File: src/hdl/bmhpq_pkg.sv
// ----------------------------------------------------------------------------
// bmhpq_pkg
// Shared constants, types and codes of the binary max-heap priority queue.
// ----------------------------------------------------------------------------
package bmhpq_pkg;

  // Heap geometry and field widths
  localparam int unsigned HEAP_DEPTH = 1024;
  localparam int unsigned KEY_WIDTH  = 32;
  localparam int unsigned TAG_WIDTH  = 16;
  localparam int unsigned ENTRY_W    = KEY_WIDTH + TAG_WIDTH;
  localparam int unsigned ADDR_W     = $clog2(HEAP_DEPTH);
  localparam int unsigned CNT_W      = $clog2(HEAP_DEPTH + 1);

  // One stored heap entry
  typedef struct packed {
    logic [KEY_WIDTH-1:0] key;
    logic [TAG_WIDTH-1:0] tag;
  } entry_t;

  // Request codes
  typedef enum logic {
    REQ_INSERT = 1'b0,
    REQ_REMOVE = 1'b1
  } req_e;

  // Result status codes
  typedef enum logic [1:0] {
    ST_OK    = 2'd0,
    ST_FULL  = 2'd1,
    ST_EMPTY = 2'd2
  } status_e;

  // Controller states
  typedef enum logic [2:0] {
    S_IDLE,
    S_UP_CHK,
    S_UP_CMP,
    S_RM_WAIT,
    S_DN_CHK,
    S_DN_CMP
  } state_e;

  // Commands from controller to datapath
  typedef struct packed {
    logic    req_clr;  // clear result, load status code
    status_e status;
    logic    ins_load; // take new entry, pos = count+1, count++
    logic    rd_up;    // read parent of pos on port A
    logic    rd_root;  // read root on A, last entry on B
    logic    rm_load;  // latch removed root, hold last entry, count--
    logic    rd_kids;  // read both children of pos
    logic    wr_self;  // write held entry at pos
    logic    up_move;  // write parent at pos, pos = pos/2
    logic    dn_move;  // write larger child at pos, pos = child
  } cmd_t;

  // Status from datapath to controller
  typedef struct packed {
    logic full;
    logic empty;
    logic at_root;
    logic parent_le;
    logic has_kids;
    logic dn_stop;
    logic last_one;
  } stat_t;

endpackage

File: src/hdl/bmhpq_ctrl.sv
// ----------------------------------------------------------------------------
// bmhpq_ctrl
// Controller: sequences insert sift-up and remove sift-down over the heap RAM.
// ----------------------------------------------------------------------------
module bmhpq_ctrl (
  input  logic              clk_i,
  input  logic              rst_ni,
  input  logic              start,
  input  logic              req_type_i,
  input  bmhpq_pkg::stat_t  stat_i,
  output bmhpq_pkg::cmd_t   cmd_o,
  output logic              busy,
  output logic              done_o
);

  bmhpq_pkg::state_e state_q, state_d;
  logic              done_q, done_d;

  // State and strobe registers
  always_ff @(posedge clk_i or negedge rst_ni) begin
    if (!rst_ni) begin
      state_q <= bmhpq_pkg::S_IDLE;
      done_q  <= 1'b0;
    end else begin
      state_q <= state_d;
      done_q  <= done_d;
    end
  end

  // Next state and commands
  always_comb begin
    state_d      = state_q;
    done_d       = 1'b0;
    cmd_o        = '0;
    cmd_o.status = bmhpq_pkg::ST_OK;
    unique case (state_q)
      bmhpq_pkg::S_IDLE: begin
        if (start) begin
          cmd_o.req_clr = 1'b1;
          if (req_type_i == bmhpq_pkg::REQ_INSERT) begin
            if (stat_i.full) begin
              cmd_o.status = bmhpq_pkg::ST_FULL;
              done_d       = 1'b1;
            end else begin
              cmd_o.ins_load = 1'b1;
              state_d        = bmhpq_pkg::S_UP_CHK;
            end
          end else begin
            if (stat_i.empty) begin
              cmd_o.status = bmhpq_pkg::ST_EMPTY;
              done_d       = 1'b1;
            end else begin
              cmd_o.rd_root = 1'b1;
              state_d       = bmhpq_pkg::S_RM_WAIT;
            end
          end
        end
      end
      // Sift up: fetch parent unless at root
      bmhpq_pkg::S_UP_CHK: begin
        if (stat_i.at_root) begin
          cmd_o.wr_self = 1'b1;
          done_d        = 1'b1;
          state_d       = bmhpq_pkg::S_IDLE;
        end else begin
          cmd_o.rd_up = 1'b1;
          state_d     = bmhpq_pkg::S_UP_CMP;
        end
      end
      // Parent not greater: it moves down one level
      bmhpq_pkg::S_UP_CMP: begin
        if (stat_i.parent_le) begin
          cmd_o.up_move = 1'b1;
          state_d       = bmhpq_pkg::S_UP_CHK;
        end else begin
          cmd_o.wr_self = 1'b1;
          done_d        = 1'b1;
          state_d       = bmhpq_pkg::S_IDLE;
        end
      end
      // Root and last entry arrive from the RAM
      bmhpq_pkg::S_RM_WAIT: begin
        cmd_o.rm_load = 1'b1;
        if (stat_i.last_one) begin
          done_d  = 1'b1;
          state_d = bmhpq_pkg::S_IDLE;
        end else begin
          state_d = bmhpq_pkg::S_DN_CHK;
        end
      end
      // Sift down: fetch both children while any exist
      bmhpq_pkg::S_DN_CHK: begin
        if (stat_i.has_kids) begin
          cmd_o.rd_kids = 1'b1;
          state_d       = bmhpq_pkg::S_DN_CMP;
        end else begin
          cmd_o.wr_self = 1'b1;
          done_d        = 1'b1;
          state_d       = bmhpq_pkg::S_IDLE;
        end
      end
      // Larger child moves up unless held entry is at least as large
      bmhpq_pkg::S_DN_CMP: begin
        if (stat_i.dn_stop) begin
          cmd_o.wr_self = 1'b1;
          done_d        = 1'b1;
          state_d       = bmhpq_pkg::S_IDLE;
        end else begin
          cmd_o.dn_move = 1'b1;
          state_d       = bmhpq_pkg::S_DN_CHK;
        end
      end
      default: begin
        state_d = bmhpq_pkg::S_IDLE;
      end
    endcase
  end

  assign busy   = state_q != bmhpq_pkg::S_IDLE;
  assign done_o = done_q;

endmodule

File: config.mk
export PLATFORM = sky130hd
export DESIGN_NAME = bmhpq_ctrl
export DESIGN_NICKNAME = d
export VERILOG_FILES = /design/src/hdl/bmhpq_pkg.sv /design/src/hdl/bmhpq_ctrl.sv
export SDC_FILE = /design/constraint.sdc
export NUM_CORES = 1
export LEC_CHECK = 0
export BUFFER_PORTS_ARGS = -buffer_cell sky130_fd_sc_hd__buf_4
export CORE_AREA = 2 2 39 41
export CTS_CLUSTER_SIZE = 40
export DETAILED_ROUTE_END_ITERATION = 16
export DIE_AREA = 0 0 41 43
export PLACE_DENSITY = 0.66
export RECOVER_POWER = 50
export SLEW_MARGIN = 20
export SYNTH_ARGS = -nofsm -noshare
export SYNTH_HDL_FRONTEND = slang
export SYNTH_SLANG_ARGS = --single-unit
File: constraint.sdc
create_clock -name clk_i -period 1.24 [get_ports clk_i]
set_clock_uncertainty 0.15 [all_clocks]
set_input_delay 0.248 -clock clk_i [delete_from_list [all_inputs] [get_ports clk_i]]
set_output_delay 0.248 -clock clk_i [all_outputs]
set_load 0.005 [all_outputs]
==> summary.txt, run 1 <==
Hold Slack: 150 ps
dominant synthesized flop cell: dfrtp_1
area inside the core boundary: 1380 sq um
synth cell count leaders: dfrtp_1, nor2_1, nand2b_1, nand3b_1, a211o_1
Setup Viol. Count Final: 16
final routed wire length divided by cell count: 13.0 microns
data arrival at the endpoint of the critical path: 1420 ps
number of fill cells: 139
Worst Slack Setup Final: -581 ps
Vias per Instance: 4.58
DRT Wirelength: 1.23 mm
number of warning messages in the yosys log: 0
clock-pin slew of the registers on the worst-case setup and hold paths: 40 ps
fin crit share: 1.47
maxcap violations: 0
area share of the leading cell type in the synthesized netlist: 0.314
cell count of the worst hold path: 3
total power after layout: 0.901 mW
WP data required: 840 ps
Synth Register Bits: 4
post-route core utilization: 0.576
Power Dens Cells: 1130 nW/um^2
Root Driver: clkbuf_4
failing checks: setup timing
number of buffers on the longest clock path: 2
minimum period implied by the final worst setup slack: 1820 ps
Worst R2R Setup Slack: -220 ps
most area-hungry cell type in the Yosys netlist: dfrtp_1
maximum number of pins on one net before global-route repair: 7
setup repair after global routing missed its margin: true
kind of critical path: reg2out
antenna violations before repair: 0
final std cell area, no fill: 797 sq um
largest cells by area after synthesis: dfrtp_1, nor4b_4, nand3b_1
Diodes inserted: 0
port buffer count: 23
area of placed instances: 608 sq um
length of the first detailed-routing pass in iterations: 3
achievable frequency: 549 MHz
critical path fanouts, max: 6
critical register-to-register path endpoint: state_q[2]$_DFFE_PN0P_
synth unique cells: 22
RePlAce Congestion: 0.720
sw frac: 0.306
nets: 91
endpoint class of the critical path: output pin
vias in the first global route: 463
overall global routing resource usage: 0.165
proportion of power drawn by flip-flops and latches: 0.213
remaining antenna violation count: 0
number of standard cells in the layout, taps in and fillers out: 95
TritonCTS clock tree: done
Max H-tree Level: 1
slew at the pin closest to its max-slew limit: 351 ps
worst reg2reg startpoint: state_q[2]$_DFFE_PN0P_
share of total power in the clock network: 0.206
reported leakage power: 0.402 nW
horizontal die dimension: 41 microns
logic depth of the worst register-to-register path: 6
number of enable flip-flop cells after synthesis: 0
worst IR drop on VDD: 0.643 mV
grt ovf: 0
count of unresolved DRC violations after routing: 0
path category of the worst min-delay check: in2reg
vias post-DR: 435
category of the worst setup path launch point: flip-flop
half-perimeter wire length of the detailed placement result: 846 microns
critical path capture point: cmd_o[7]
worst slack after detailed placement: -329 ps
cell internal pwr: 0.625 mW
setup TNS: -6580 ps
relative slew slack: 0.765
Starting DRT DRC Count: 4
post-synthesis cell area: 319 sq um
count of pins on the block boundary: 24
Die H: 43 microns
CP Launch Point: state_q[2]$_DFFE_PN0P_
global-route wire length before repair: 1.94 mm
number of pins with negative max-slew slack in the final report: 0
Synth async-reset ratio: 1.00
share of final-layout standard cells stronger than drive strength 1: 0.759
cell total after placement: 84
CTS buffer count: 3
run status: complete, but fails checks
number of nets produced by synthesis: 44
count of mapped cells out of synthesis: 33
clock latency at the later pin of the worst-skew pair: 240 ps
starting density of the core: 0.231
site row count: 14
combinational share of power: 0.581
fraction of the yosys area taken by sequential cells: 0.314
syn avg cell area: 9.67 sq um
sink count of the clock tree: 4
Layout Area Growth over Synthesis: 150%
overall die area: 1760 sq um
Final Hold Violating Endpoints: 0
net switching power of the design: 0.276 mW
-- timing repair --
item	4_1_cts	5_1_grt
hold endpoints to repair	4	0
setup endpoints to repair	16	16
gates resized for setup	23	6
hold buffers	1	0
gates cloned	0	0
pin swaps	5	10
setup buffers	3	5
-- per-layer routing --
metal	share of wire	up-vias	global-route usage
li1	-	216	-
met1	0.39	199	0.195
met2	0.54	20	0.269
met3	0.071	0	0.0785
met4	0	0	0.0200
met5	0	-	0
-- critical path, cell delays in order (launching register included) --
cell and delay, ps:
dfrtp_2 420, nor4b_4 400, nor3b_2 230, buf_4 130
-- area by class of cell --
| type | count | area (sq um) | area share |
|---|---|---|---|
| Tap cell | 16 | 20.0 | 0.0251 |
| Clock buffer | 4 | 26.3 | 0.0330 |
| Sequential cell | 4 | 104 | 0.130 |
| Timing Repair Buffer | 42 | 363 | 0.455 |
| Inverter | 1 | 3.75 | 0.00471 |
| Multi-Input combinational cell | 28 | 280 | 0.352 |
-- state kept, by name, summed over array words and instances, names as in the netlist --
signal   cells
state_q      3
done_o       1
-- worst min-delay path by stage --
stage	startpoint	endpoint	slack [ps]
floorplan	rst_ni	done_o$_DFF_PN0_	-200
detailed placement	rst_ni	state_q[0]$_DFFE_PN0P_	-100
finish	stat_i[5]	state_q[1]$_DFFE_PN0P_	150
global route	stat_i[5]	state_q[1]$_DFFE_PN0P_	160
CTS	stat_i[5]	state_q[1]$_DFFE_PN0P_	150
global placement	rst_ni	state_q[0]$_DFFE_PN0P_	-100
-- cells in the final DEF, fill, tap and decap left out, drive strengths merged --
| master | synthesis | routed |
|---|---|---|
| and3b | 1 | 1 |
| a211o | 2 | 2 |
| dfrtp | 4 | 4 |
| and2 | 1 | 1 |
| o21bai | 1 | 1 |
| nand3b | 3 | 3 |
| dlygate4sd3 | 0 | 1 |
| nand3 | 1 | 1 |
| nor2 | 4 | 4 |
| or3 | 1 | 1 |
| nand2 | 1 | 1 |
| mux2 | 1 | 1 |
| a32oi | 1 | 1 |
| clkbuf | 0 | 5 |
| nor3b | 2 | 2 |
| mux2i | 1 | 1 |
| inv | 1 | 1 |
| nor2b | 1 | 1 |
| nand2b | 3 | 3 |
| nand4 | 1 | 1 |
| and3 | 2 | 2 |
| buf | 0 | 40 |
| nor4b | 1 | 1 |
-- cells by family after synthesis --
kind of cell	synth area share
AND/OR/NAND/NOR	0.502
flip-flops	0.314
buffers and inverters	0.0118
multiplexers	0.0667
AO/OA/AOI/OAI	0.106
-- power groups by stage --
stage                     registers [mW]  clock network (mW)  logic (mW)
final                              0.192               0.186       0.524
after global routing               0.196               0.208       0.563
after CTS                          0.188               0.188       0.503
after detailed placement           0.189                   0       0.374
after global placement             0.187                   0       0.371
after floorplan                    0.195                   0       0.136
Power figures use the tool's default switching activity.
==> run 2: changes to the inputs <==
- CTS_BUF_LIST: not set -> sky130_fd_sc_hd__clkbuf_16
==> run 2 against run 1 <==
Against the previous run:
- the run still ends with setup timing left
- global-route usage up 2.6 points
- critical path depth up 2
- core utilization up 2.1 points
- routed wire length up 1.4%
- total power up 34%
- combinational power down 4.4%
- cell area up 3.6%
- register-to-register slack worse by 60 ps
- largest cell class unchanged
==> summary.txt, run 2 (synthesized netlist as in run 1, its figures left out) <==
endpoint class of the critical path: output pin (unchanged)
Root Driver: clkbuf_16 (was clkbuf_4)
highest cell delay on the worst timing path: 400 ps (was 420 ps)
horizontal die dimension: 41 microns (unchanged)
port buffer count: 23 (unchanged)
number of standard cells in the layout, taps in and fillers out: 95 (unchanged)
max reg flops: 3 (unchanged)
register containing the most flip-flops in the final layout: state_q (unchanged)
overall global routing resource usage: 0.191 (was 0.165)
remaining antenna violation count: 0 (unchanged)
CTS buffer count: 3 (unchanged)
data arrival at the endpoint of the critical path: 1410 ps (was 1420 ps)
overall die area: 1760 sq um (unchanged)
total power after layout: 1.21 mW (was 0.901 mW)
post-route core utilization: 0.597 (was 0.576)
vias in the first global route: 494 (was 463)
CP Cell Sequence: buf_4 -> buf_6 -> nor2b_4 -> nor3b_4 -> buf_4 (was nor4b_4 -> nor3b_2 -> buf_4)
maxcap violations: 0 (unchanged)
starting density of the core: 0.231 (unchanged)
Worst Slack Setup Final: -566 ps (was -581 ps)
final routed wire length divided by cell count: 13.1 microns (was 13.0 microns)
sink count of the clock tree: 4 (unchanged)
number of buffers on the longest clock path: 2 (unchanged)
share of final-layout standard cells stronger than drive strength 1: 0.747 (was 0.759)
final std cell area, no fill: 826 sq um (was 797 sq um)
area inside the core boundary: 1380 sq um (unchanged)
logic depth of the worst register-to-register path: 7 (was 6)
cell total after placement: 84 (unchanged)
clock-pin slew of the registers on the worst-case setup and hold paths: 30 ps (was 40 ps)
setup TNS: -6850 ps (was -6580 ps)
Vias per Instance: 4.66 (was 4.58)
slowest cell on the critical path: dfrtp_1 (was dfrtp_2)
Setup Viol. Count Final: 16 (unchanged)
clock latency at the later pin of the worst-skew pair: 230 ps (was 240 ps)
achievable frequency: 554 MHz (was 549 MHz)
Starting DRT DRC Count: 2 (was 4)
failing checks: setup timing (unchanged)
critical path fanouts, max: 4 (was 6)
DRT Wirelength: 1.25 mm (was 1.23 mm)
area of placed instances: 608 sq um (unchanged)
vias post-DR: 443 (was 435)
run status: complete, but fails checks (unchanged)
count of unresolved DRC violations after routing: 0 (unchanged)
WP data required: 840 ps (about the same)
Most Frequent Cell on Critical Path: buf_4
path category of the worst min-delay check: in2reg (unchanged)
nets: 91 (unchanged)
Worst R2R Setup Slack: -280 ps (was -220 ps)
Final Hold Violating Endpoints: 0 (unchanged)
fin crit share: 1.46 (was 1.47)
length of the first detailed-routing pass in iterations: 3 (unchanged)
Diodes inserted: 0 (unchanged)
slew at the pin closest to its max-slew limit: 356 ps (was 351 ps)
minimum period implied by the final worst setup slack: 1810 ps (was 1820 ps)
category of the worst setup path launch point: flip-flop (unchanged)
maximum number of pins on one net before global-route repair: 7 (unchanged)
Max H-tree Level: 1 (unchanged)
cell count of the worst hold path: 3 (unchanged)
RePlAce Congestion: 0.720 (unchanged)
setup repair after global routing missed its margin: true (unchanged)
worst IR drop on VDD: 1.07 mV (was 0.643 mV)
global-route wire length before repair: 2.11 mm (was 1.94 mm)
number of pins with negative max-slew slack in the final report: 0 (unchanged)
relative slew slack: 0.762 (was 0.765)
reported leakage power: 0.425 nW (was 0.402 nW)
commonest non-fill, non-tap cells in the layout: buf_4, buf_6, nand3b_1, nor2_4, clkbuf_16 (was buf_4, buf_6)
kind of critical path: reg2out (unchanged)
Layout Area Growth over Synthesis: 159% (was 150%)
site row count: 14 (unchanged)
Power Dens Cells: 1470 nW/um^2 (was 1130 nW/um^2)
grt ovf: 0 (unchanged)
Die H: 43 microns (unchanged)
TritonCTS clock tree: done (unchanged)
most common cell after layout, fill and taps aside: buf_4 (unchanged)
count of pins on the block boundary: 24 (unchanged)
antenna violations before repair: 0 (unchanged)
half-perimeter wire length of the detailed placement result: 846 microns (unchanged)
[run 2: cell count changes in the layout (fill, tap and decap cells not counted), sizes merged]
cell,previous run,this run
clkbuf,5,4
inv,1,2
[run 2: timing repair]
item | CTS | global route
setup endpoints to repair | 16 | 16
gates resized for setup | 21 | 0
cloned | 0 | 0
hold buffers | 1 | 0
pin swaps | 5 | 7
buffers inserted | 3 | 4
endpoints found under the hold margin | 4 | 0
[run 2: metrics by stage]
stage | setup WS [ps] | hold WS [ps]
after floorplan | -202 | -198
after global placement | -297 | -104
after detailed placement | -329 | -104
after CTS | -558 | 168
after global routing | -639 | 192
final | -566 | 170
[run 2: path summary, 6_finish.rpt]
check | startpoint | endpoint
worst max-delay path | state_q[2]$_DFFE_PN0P_ | cmd_o[6]
max in group asynchronous | rst_ni | state_q[1]$_DFFE_PN0P_
worst min-delay path | stat_i[5] | state_q[1]$_DFFE_PN0P_
min in group asynchronous | rst_ni | done_o$_DFF_PN0_
worst max register to register | state_q[2]$_DFFE_PN0P_ | state_q[0]$_DFFE_PN0P_
worst min register to register | state_q[1]$_DFFE_PN0P_ | state_q[1]$_DFFE_PN0P_
[run 2: final cells by class]
cell class	instances	area (sq um)
Timing Repair Buffer	42	344
Tap cell	16	20.0
Clock buffer	3	75.1
Multi-Input combinational cell	28	277
Fill cell	130	558
Inverter	1	3.75
Sequential cell	4	103
Clock inverter	1	3.75
[run 2: per-layer routing]
layer,track usage,share of wire
met1,0.198,0.35
met3,0.0995,0.087
met2,0.269,0.53
met5,0,0
met4,0.160,0.030
[run 2: worst max-delay path: cells and delay by family (launching register included)]
family | cells | cell delay [ps]
buf+inv | 3 | 420
simple gates | 2 | 360
flops | 1 | 400
[run 2: power breakdown]
group / internal [mW] / total (mW) / leakage [nW] / switching [mW]
Clock: 0.417 / 0.523 / 0.0423 / 0.105
Combinational: 0.318 / 0.501 / 0.333 / 0.183
Sequential: 0.162 / 0.188 / 0.0500 / 0.0256
Total: 0.898 / 1.21 / 0.425 / 0.314
